## src/hdl/sfp_pkg.sv

```systemverilog
// Package for the serial frame parser: frame position codes, configuration and result types.
// Used by sfp_cfg_regs, sfp_parser and serial_frame_parser_checksum_core; no dependencies.
package sfp_pkg;

    localparam int unsigned BYTE_W     = 8;
    localparam int unsigned DATA_BYTES = 4;
    localparam int unsigned SUM_W      = 16;
    localparam int unsigned SCALE_SH   = 4;
    localparam int unsigned CFG_IDX_W  = 2;

    typedef enum logic [CFG_IDX_W-1:0] {
        REG_HEADER_FIRST  = 2'd0,
        REG_HEADER_SECOND = 2'd1,
        REG_TAIL_BYTE     = 2'd2,
        REG_UNUSED        = 2'd3
    } cfg_index_t;

    typedef enum logic [2:0] {
        POS_HEADER1 = 3'd0,
        POS_HEADER2 = 3'd1,
        POS_DATA0   = 3'd2,
        POS_DATA1   = 3'd3,
        POS_DATA2   = 3'd4,
        POS_DATA3   = 3'd5,
        POS_CHECK   = 3'd6,
        POS_TAIL    = 3'd7
    } frame_pos_t;

    typedef struct packed {
        logic [BYTE_W-1:0] header_first;
        logic [BYTE_W-1:0] header_second;
        logic [BYTE_W-1:0] tail_byte;
    } cfg_t;

    typedef struct packed {
        logic              frame_done;
        logic [BYTE_W-1:0] right_x;
        logic [BYTE_W-1:0] right_value;
        logic [BYTE_W-1:0] left_x;
        logic [BYTE_W-1:0] left_value;
    } result_t;

endpackage

```

## src/hdl/sfp_cfg_regs.sv

```systemverilog
// Configuration register file of the serial frame parser (header and tail bytes).
// Depends on sfp_pkg.
module sfp_cfg_regs
(
    input  logic                             clk,
    input  logic                             rst_n,
    input  logic                             wr_en,
    input  logic [sfp_pkg::CFG_IDX_W-1:0]    wr_index,
    input  logic [sfp_pkg::BYTE_W-1:0]       wr_data,
    output sfp_pkg::cfg_t                    cfg
);

    sfp_pkg::cfg_t cfg_reg;
    sfp_pkg::cfg_t cfg_next;

    always_comb
    begin
        cfg_next = cfg_reg;
        if (wr_en)
        begin
            unique case (sfp_pkg::cfg_index_t'(wr_index))
                sfp_pkg::REG_HEADER_FIRST:  cfg_next.header_first  = wr_data;
                sfp_pkg::REG_HEADER_SECOND: cfg_next.header_second = wr_data;
                sfp_pkg::REG_TAIL_BYTE:     cfg_next.tail_byte     = wr_data;
                default:                    cfg_next = cfg_reg;
            endcase
        end
    end

    always_ff @(posedge clk or negedge rst_n)
    begin
        if (!rst_n)
        begin
            cfg_reg <= '0;
        end
        else
        begin
            cfg_reg <= cfg_next;
        end
    end

    assign cfg = cfg_reg;

endmodule

```

## src/hdl/sfp_parser.sv

```systemverilog
// Frame parser state and per-byte step logic: position, held data bytes, latched outputs.
// Depends on sfp_pkg; result is the value after the stepped byte, to be registered by the caller.
module sfp_parser
(
    input  logic                        clk,
    input  logic                        rst_n,
    input  logic                        step_en,
    input  logic [sfp_pkg::BYTE_W-1:0]  rx_byte,
    input  sfp_pkg::cfg_t               cfg,
    output sfp_pkg::result_t            result
);

    sfp_pkg::frame_pos_t       pos_reg;
    sfp_pkg::frame_pos_t       pos_next;
    logic [sfp_pkg::BYTE_W-1:0] held_reg  [sfp_pkg::DATA_BYTES];
    logic [sfp_pkg::BYTE_W-1:0] held_next [sfp_pkg::DATA_BYTES];
    sfp_pkg::result_t          latch_reg;
    sfp_pkg::result_t          latch_next;

    logic [12:0]               partial_sum;
    logic [sfp_pkg::SUM_W-1:0] check_sum;
    logic                      byte_ok;

    // The check byte only matches when the wrapped 16-bit sum fits in one byte.
    assign partial_sum = {1'b0, held_reg[0], {sfp_pkg::SCALE_SH{1'b0}}}
                       + 13'(held_reg[1]) + 13'(held_reg[2]);
    assign check_sum   = 16'(partial_sum) - 16'(held_reg[3]);

    always_comb
    begin
        held_next  = held_reg;
        latch_next = latch_reg;
        latch_next.frame_done = 1'b0;
        pos_next   = sfp_pkg::POS_HEADER1;
        byte_ok    = 1'b0;

        unique case (pos_reg)
            sfp_pkg::POS_HEADER1: byte_ok = (rx_byte == cfg.header_first);
            sfp_pkg::POS_HEADER2: byte_ok = (rx_byte == cfg.header_second);
            sfp_pkg::POS_DATA0,
            sfp_pkg::POS_DATA1,
            sfp_pkg::POS_DATA2,
            sfp_pkg::POS_DATA3:   byte_ok = 1'b1;
            sfp_pkg::POS_CHECK:   byte_ok = (check_sum == 16'(rx_byte));
            sfp_pkg::POS_TAIL:    byte_ok = (rx_byte == cfg.tail_byte);
            default:              byte_ok = 1'b0;
        endcase

        if (byte_ok)
        begin
            unique case (pos_reg)
                sfp_pkg::POS_DATA0: held_next[0] = rx_byte;
                sfp_pkg::POS_DATA1: held_next[1] = rx_byte;
                sfp_pkg::POS_DATA2: held_next[2] = rx_byte;
                sfp_pkg::POS_DATA3: held_next[3] = rx_byte;
                default:            held_next = held_reg;
            endcase
            if (pos_reg == sfp_pkg::POS_TAIL)
            begin
                pos_next               = sfp_pkg::POS_HEADER1;
                latch_next.frame_done  = 1'b1;
                latch_next.left_value  = held_reg[0];
                latch_next.left_x      = held_reg[1];
                latch_next.right_value = held_reg[2];
                latch_next.right_x     = held_reg[3];
            end
            else
            begin
                pos_next = sfp_pkg::frame_pos_t'(pos_reg + 3'd1);
            end
        end
        else
        begin
            latch_next.left_value  = '0;
            latch_next.right_value = '0;
        end
    end

    always_ff @(posedge clk or negedge rst_n)
    begin
        if (!rst_n)
        begin
            pos_reg   <= sfp_pkg::POS_HEADER1;
            held_reg  <= '{default: '0};
            latch_reg <= '0;
        end
        else if (step_en)
        begin
            pos_reg   <= pos_next;
            held_reg  <= held_next;
            latch_reg <= latch_next;
        end
    end

    assign result = latch_next;

endmodule

```

## src/hdl/serial_frame_parser_checksum_core.sv

```systemverilog
// Serial frame parser core: one received byte per transfer in, one result transfer out per byte.
// Each byte passes an input register, one step of the parser and an output register, so the
// block takes one byte per clock unless the output stalls; a stalled output holds its result
// while the input register still takes one more byte. Configuration writes are always accepted.
// Depends on sfp_pkg, sfp_cfg_regs and sfp_parser.
module serial_frame_parser_checksum_core
(
    input  logic                             clk,
    input  logic                             rst_n,
    input  logic                             s_tvalid,
    output logic                             s_tready,
    input  logic [7:0]                       s_tdata,   // [7:0] rx_byte
    output logic                             m_tvalid,
    input  logic                             m_tready,
    output logic [31:0]                      m_tdata,   // [7:0] left_value, [15:8] left_x,
                                                        // [23:16] right_value, [31:24] right_x
    output logic                             m_tlast,   // frame_done
    input  logic                             cfg_valid,
    output logic                             cfg_ready,
    input  logic [sfp_pkg::CFG_IDX_W-1:0]    cfg_index,
    input  logic [sfp_pkg::BYTE_W-1:0]       cfg_data
);

    logic                        in_valid_reg;
    logic                        in_valid_next;
    logic [sfp_pkg::BYTE_W-1:0]  in_byte_reg;
    logic                        out_valid_reg;
    logic                        out_valid_next;
    sfp_pkg::result_t            out_reg;
    sfp_pkg::result_t            step_result;
    sfp_pkg::cfg_t               cfg;
    logic                        advance;

    assign advance   = in_valid_reg && (!out_valid_reg || m_tready);
    assign s_tready  = !in_valid_reg || advance;
    assign cfg_ready = 1'b1;

    sfp_cfg_regs u_cfg
    (
        .clk      (clk),
        .rst_n    (rst_n),
        .wr_en    (cfg_valid),
        .wr_index (cfg_index),
        .wr_data  (cfg_data),
        .cfg      (cfg)
    );

    sfp_parser u_parser
    (
        .clk     (clk),
        .rst_n   (rst_n),
        .step_en (advance),
        .rx_byte (in_byte_reg),
        .cfg     (cfg),
        .result  (step_result)
    );

    always_comb
    begin
        in_valid_next  = (s_tvalid && s_tready) || (in_valid_reg && !advance);
        out_valid_next = advance || (out_valid_reg && !m_tready);
    end

    always_ff @(posedge clk or negedge rst_n)
    begin
        if (!rst_n)
        begin
            in_valid_reg  <= 1'b0;
            out_valid_reg <= 1'b0;
        end
        else
        begin
            in_valid_reg  <= in_valid_next;
            out_valid_reg <= out_valid_next;
        end
    end

    always_ff @(posedge clk)
    begin
        if (s_tvalid && s_tready)
        begin
            in_byte_reg <= s_tdata;
        end
        if (advance)
        begin
            out_reg <= step_result;
        end
    end

    assign m_tvalid = out_valid_reg;
    assign m_tlast  = out_reg.frame_done;
    assign m_tdata  = {out_reg.right_x, out_reg.right_value, out_reg.left_x, out_reg.left_value};

`ifndef ASSERT_OFF
    a_step_gives_result: assert property (@(posedge clk) disable iff (!rst_n)
        advance |=> m_tvalid)
        else $error("Parser step did not produce a pending result.");

    a_input_taken: assert property (@(posedge clk) disable iff (!rst_n)
        (s_tvalid && s_tready) |=> in_valid_reg)
        else $error("Accepted byte was not captured in the input register.");

    a_input_held: assert property (@(posedge clk) disable iff (!rst_n)
        (in_valid_reg && !advance) |=> (in_valid_reg && $stable(in_byte_reg)))
        else $error("Waiting input byte was lost or changed.");

    a_output_held: assert property (@(posedge clk) disable iff (!rst_n)
        (m_tvalid && !m_tready) |=> (m_tvalid && $stable(m_tdata) && $stable(m_tlast)))
        else $error("Stalled result was dropped or changed.");
`endif

endmodule
```

## config.mk

```make
export PLATFORM = sky130hd
export DESIGN_NAME = serial_frame_parser_checksum_core
export DESIGN_NICKNAME = d
export VERILOG_FILES = /design/src/hdl/sfp_pkg.sv /design/src/hdl/sfp_cfg_regs.sv /design/src/hdl/sfp_parser.sv /design/src/hdl/serial_frame_parser_checksum_core.sv
export SDC_FILE = /design/constraint.sdc
export NUM_CORES = 1
export LEC_CHECK = 0
export ABC_AREA = 1
export BUFFER_PORTS_ARGS = -buffer_cell sky130_fd_sc_hd__buf_2
export CAP_MARGIN = 15
export CORE_ASPECT_RATIO = 0.7
export CORE_MARGIN = 4
export CORE_UTILIZATION = 45
export DETAILED_ROUTE_END_ITERATION = 16
export GPL_TIMING_DRIVEN = 1
export PLACE_DENSITY = 0.66
export SYNTH_ARGS = -nofsm -noshare
export SYNTH_HDL_FRONTEND = slang
export SYNTH_HIERARCHICAL = 1
export SYNTH_SLANG_ARGS = --single-unit
export TNS_END_PERCENT = 5
```

## constraint.sdc

```tcl
create_clock -name clk -period 4.1 [get_ports clk]
set_clock_uncertainty 0.05 [all_clocks]
set_input_delay 0 -clock clk [delete_from_list [all_inputs] [get_ports clk]]
set_output_delay 0 -clock clk [all_outputs]
set_load 0.05 [all_outputs]
```

# --- After elaboration in Yosys (flattened, before gate mapping) ---
# Index checks and enable logic that the tools add are counted.
totals:
  ff_bits: 134
  out_inout_bits: 36
  wordCells: 67
classes:
  addsub: 4
  n_eq_ne: 13
  muxes: 8
  n_reduce_logical: 22
ops:
  columns: ["op", "count"]
  rows:
  - ["33-bit two-way mux", 1]
  - ["8-bit two-way mux", 4]
  - ["8-bit == test", 3]
  - ["16-bit by 8-bit == test with 1-bit output", 1]
  - ["13-bit by 8-bit subtractor with 14-bit output", 1]
  - ["12-bit by 8-bit adder with 13-bit output", 1]
  - ["13-bit by 8-bit adder with 13-bit output", 1]
  - ["3-bit == test, second input constant", 4]
  - ["3-bit AND reduction", 4]
  - ["3-bit by 2-bit == test with 1-bit output, second input constant", 2]
  - ["3-bit two-way mux", 2]
  - ["2-bit AND reduction", 3]
  - ["1-bit case mux with 5 select lines", 1]
  - ["1-bit logical AND", 4]
  - ["1-bit zero test", 4]
  - ["1-bit logical OR", 4]
  - ["4-bit OR reduction", 1]
  - ["3-bit by 1-bit adder with 3-bit output, second input constant", 1]
  - ["3-bit by 1-bit == test with 1-bit output, second input constant", 1]
  - ["3-bit zero test", 1]
  - ["2-bit by 1-bit == test with 1-bit output, second input constant", 1]
  - ["2-bit == test, second input constant", 1]
  - ["2-bit zero test", 1]

# --- Logic depth before layout (Yosys ltp) ---
logic_depth:
  ltp_word: 6
  mapped_depth: 23

# --- Hierarchy ---
# Netlist, hierarchy kept.
modules_own_cells:
  columns: ["module", "instances", "cells_per_inst", "area_per_inst_um2", "seq_area_each_um2"]
  rows:
  - ["sfp_parser", 1, 751, 5231.3, 1676.6]
  - ["serial_frame_parser_checksum_core", 1, 55, 1337.5, 1281.2]
  - ["sfp_cfg_regs", 1, 107, 1047.3, 600.6]

# --- Worst setup path after synthesis ---
# Ideal clock, no wire load.
synth_path:
  kind: "register to register"
  start: "register out_valid_reg (netlist: m_tvalid)"
  end: "register u_parser/held_reg[21] (netlist name)"
  setup_ns: 0.066
  arrival_ns: 3.647
  required_ns: 3.984
  path_slack_ns: 0.337
  path_stages_with_launch: 7
  path_buffers: 3
  cell_sequence: "dfrtp_1 > a21oi_1 > clkbuf_1 > buf_1 > clkbuf_1 > nand4_1 > nand2_1"
synth_via:
  elab_chain_cells: 4
synth_lines:
  columns: ["element", "line", "text"]
  rows:
  - ["start, declared", "serial_frame_parser_checksum_core.sv:27", "logic out_valid_reg;"]
  - ["start signal, assigned", "serial_frame_parser_checksum_core.sv:74", "out_valid_reg <= out_valid_next;"]
  - ["1-bit zero test", "serial_frame_parser_checksum_core.sv:34", "assign advance = in_valid_reg && (!out_valid_reg || m_tready);"]
  - ["1-bit logical OR", "serial_frame_parser_checksum_core.sv:34", null]
  - ["1-bit logical AND", "serial_frame_parser_checksum_core.sv:34", null]
  - ["net advance", "serial_frame_parser_checksum_core.sv:32", "logic advance;"]
  - ["3-bit AND reduction (no line)", null, null]
  - ["end signal, assigned", "sfp_parser.sv:90", "held_reg <= held_next;"]
  - ["end, declared", "sfp_parser.sv:15", "logic [sfp_pkg::BYTE_W-1:0] held_reg [sfp_pkg::DATA_BYTES];"]
# The timed path passes the listed nets, and every way through them passes these cells.
# A chain may end at the register's enable or synchronous reset.

# --- Final worst setup path ---
layout_path:
  start: "register u_parser/held_reg[7] (netlist name)"
  end: "register u_parser/held_reg[21] (netlist name)"
layout_via:
  elab_chain_cells: 4
layout_lines:
  columns: ["element", "line", "text"]
  rows:
  - ["13-bit by 8-bit subtractor with 14-bit output", "sfp_parser.sv:27", "assign check_sum = 16'(partial_sum) - 16'(held_reg[3]);"]
  - ["16-bit by 8-bit == test with 1-bit output", "sfp_parser.sv:44", "sfp_pkg::POS_CHECK: byte_ok = (check_sum == 16'(rx_byte));"]
  - ["1-bit case mux with 5 select lines", "sfp_parser.sv:37", "unique case (pos_reg)"]
  - ["3-bit AND reduction (no line)", null, null]
# No other way between the ends.

==> impl_results.md <==
- Hold_ws: 0.0549 ns
- Core Footprint: 0.0164 mm^2
- Power Density: 376 mW/mm^2
- Std-Cell Rows: 39
- First-pass GRT wire length: 29100 um
- Clock network power share: 46.9%
- Number of global-route vias before repair: 5675
- Mapped Cells: 913
- Crit path time final: 3.86 ns
- Final Core Density: 54.3%
- Initial antenna violation count: 0
- Crit-path max cell delay: 0.55 ns
- I/O pins: 59
- Crit path from: u_parser/held_reg[7]
- CTS tree: yes
- Area grow syn2layout: 17.3%
- CP arrival: 4.12 ns
- Final hold violation count: 0
- Clk buf depth: 2
- MaxCap Viol Count: 0
- Delay-heaviest family, CP: simple AND/OR/NAND/NOR gates
- Antenna cells: 0
- GRT Util Overall: 19.6%
- Clock transition at the registers of the reported paths: 0.06 ns
- Comb pwr share: 8.9%
- Via count: 6164
- Via density: 5.05
- Layout cell share with drive strength beyond 1: 13.2%
- Crit-path most repeated cell: nand2_1
- Worst slew pin tran: 0.990 ns
- Max Fanout on Critical Path: 22
- ANT nets after route: 0
- Int Pwr: 2.56 mW
- DRC: 0
- Hold Path Origin: cfg_valid
- Total wire length: 17900 um
- Critical path's slowest cell: fa_1
- R2r startpoint: u_parser/held_reg[7]
- Critical path cell sequence: fa_1 > inv_1 > fa_1 > ha_1 > nand2_1 > nor2_1 > nand3_2 > nand2_1 > nand2_1 > nand2_1 > nand2_1 > nand3_1 > nand3_1 > nor2_1 > nand3_2 > nand2_4 > buf_12 > buf_12 > nand3_4 > nand2_1 > nand2_1
- Starting density of the core: 46.3%
- Post-route worst setup slack: 0.241 ns
- Dpl ws: 0.165 ns
- Die height: 117 um
- Count of cell types in the netlist: 39
- Root Driver: clkbuf_16
- Die area: 0.0191 mm^2
- IO buf count: 57
- Slew margin rel.: 33.8%
- Worst VDD drop: 0.000265 V
- Mean area per synthesized cell: 8.34 um^2
- Sinks on the clock net: 134
- Worst hold path class: primary input to register
- Fmax: 0.259 GHz
- Synthesized Nets: 975
- H-tree levels: 4
- Yosys warns: 6
- Final setup fails: 0
- Drt pass-1 iters: 5
- Die span in x: 163 um
- Nets: 1044
- Wirelength per Cell: 14.7 um
- Skew-Pair Late Insertion Delay: 0.42 ns
- Switching share of power: 23.9%
- Largest net degree at the start of global routing: 122
- Worst path bufs/invs: 3
- Status: completed
- Sequential fraction of the synthesis area: 46.7%
- Total CTS buffers: 17
- Synthesized flop and latch total: 134
- Leakage power: 4.34 nW
- Final Cycle Share: 94.1%
- Nature of the critical path startpoint: register
- Routability cong.: 0.850
- GRT overflow: 0
- Iter 0 DRT Violations: 626
- WS Path Type: register to register
- Pins over their slew limit: 0
- Worst Path Required: 4.36 ns
- CP endpoint kind: register
- Sw Pwr: 806 uW
- Mapped Area: 0.00762 mm^2
- Reg power frac: 44.2%
- DP Wirelength: 11700 um
==> metal layers <==
metal | vias to the layer above | routed length [um] | track usage [%] | share of wire (%)
met4 | 0 | 177 | 4.75 | 0.99
met3 | 17 | 1080 | 4.80 | 6.1
met1 | 2879 | 9050 | 29.8 | 51
met5 | - | 0 | 0 | 0
li1 | 3104 | - | - | -
met2 | 164 | 7570 | 28.1 | 42
==> power by group through the flow <==
stage                     Clock [mW]  Sequential, mW  Combinational [mW]
after floorplan                    0            1.57               0.138
after global placement             0            1.51               0.278
after detailed placement           0            1.51               0.281
after CTS                       1.60            1.49               0.297
after global routing            1.68            1.49               0.330
final                           1.58            1.49               0.298
==> final timing paths <==
path	endpoint	slack, ns	cells past startpoint
max reg2reg	u_parser/held_reg[21]	0.24	21
min in group asynchronous	u_cfg/cfg[8]	0.14	2
min reg2reg	u_cfg/cfg[20]	0.41	2
max	u_parser/held_reg[21]	0.24	21
min	u_cfg/cfg[20]	0.05	3
max in group asynchronous	u_parser/latch_reg[5]	2.86	3
==> layout make-up <==
| type | count | area (um^2) |
|---|---|---|
| flip-flops and latches | 134 | 3560 |
| repair buffers | 89 | 658 |
| well taps | 225 | 282 |
| fillers | 1508 | 7510 |
| multi-input cells | 611 | 3340 |
| clock buffers | 22 | 454 |
| inverters | 129 | 487 |
| clock inverters | 10 | 154 |
==> synthesized netlist by cell type <==
cell type / count / area share, %
o21bai_1: 1 / 0.099
a22o_1: 1 / 0.12
o21ai_0: 44 / 2.9
nand3_4: 7 / 1.6
buf_12: 1 / 0.26
nor3_1: 1 / 0.066
or2_1: 2 / 0.16
inv_4: 1 / 0.082
buf_2: 3 / 0.20
buf_6: 13 / 1.9
buf_4: 3 / 0.30
a31oi_1: 1 / 0.082
o21ai_1: 25 / 1.6
nand2_8: 1 / 0.26
ha_1: 27 / 4.4
nand3b_1: 7 / 0.69
conb_1: 1 / 0.049
a21oi_1: 5 / 0.33
nand2_2: 2 / 0.16
nor2_8: 1 / 0.26
buf_1: 4 / 0.20
fa_1: 12 / 3.2
nand3_2: 1 / 0.13
nand3_1: 75 / 4.9
nand4_1: 56 / 4.6
inv_1: 118 / 5.8
clkinv_1: 2 / 0.099
nor2_1: 36 / 1.8
nand2_4: 2 / 0.30
a21o_1: 1 / 0.099
or2_2: 2 / 0.16
edfxtp_1: 41 / 16
inv_2: 8 / 0.39
clkbuf_1: 14 / 0.69
buf_8: 2 / 0.39
nor2_2: 3 / 0.25
nand2_1: 295 / 15
dfrtp_1: 93 / 31
a2111oi_1: 1 / 0.13
==> cells by family (layout without fill, tap and decap cells) <==
kind of cell	after synthesis	count (layout)	share of synthesized area, %
flip-flops	134	134	46.7
AND/OR/NAND/NOR	491	492	29.9
adder cells (fa/ha/maj)	39	39	7.59
buffers and inverters	169	250	10.3
other	1	1	0.0492
AO/OA/AOI/OAI	79	79	5.39
==> timing repair <==
item | 4_1_cts | 5_1_grt
setup endpoints to repair | 0 | 88
endpoints found under the hold margin | 88 | 0
gates resized for setup | 0 | 10
buffers inserted | 0 | 3
hold buffers | 22 | 0
==> placed cells by master (no fill, tap or decap), drive strengths merged <==
master,n
a22o,1
fa,12
o21bai,1
or2,4
nand4,56
edfxtp,41
a21o,1
o21ai,69
dlygate4sd3,22
nand3b,7
clkinvlp,1
inv,127
a21oi,5
conb,1
dfrtp,93
ha,27
a31oi,1
a2111oi,1
clkbuf,23
nand3,83
buf,66
nor2,40
nor3,1
nand2,301
clkinv,7
bufinv,4
==> metrics by stage <==
step,power (mW),cells,instance area (um^2),TNS [ns]
floorplan,1.70,913,7620,0
global placement,1.79,1161,7990,0
detailed placement,1.79,1161,7990,0
CTS,3.39,1215,8810,0
global route,3.50,1220,8940,-0.0877
finish,3.36,1220,8940,0
==> worst min-delay path: cells and delay by family <==
family        cells  cell delay (ns)
buf+inv           1             0.27
simple gates      2             0.20
No activity file was read; power rests on OpenSTA's default activity.
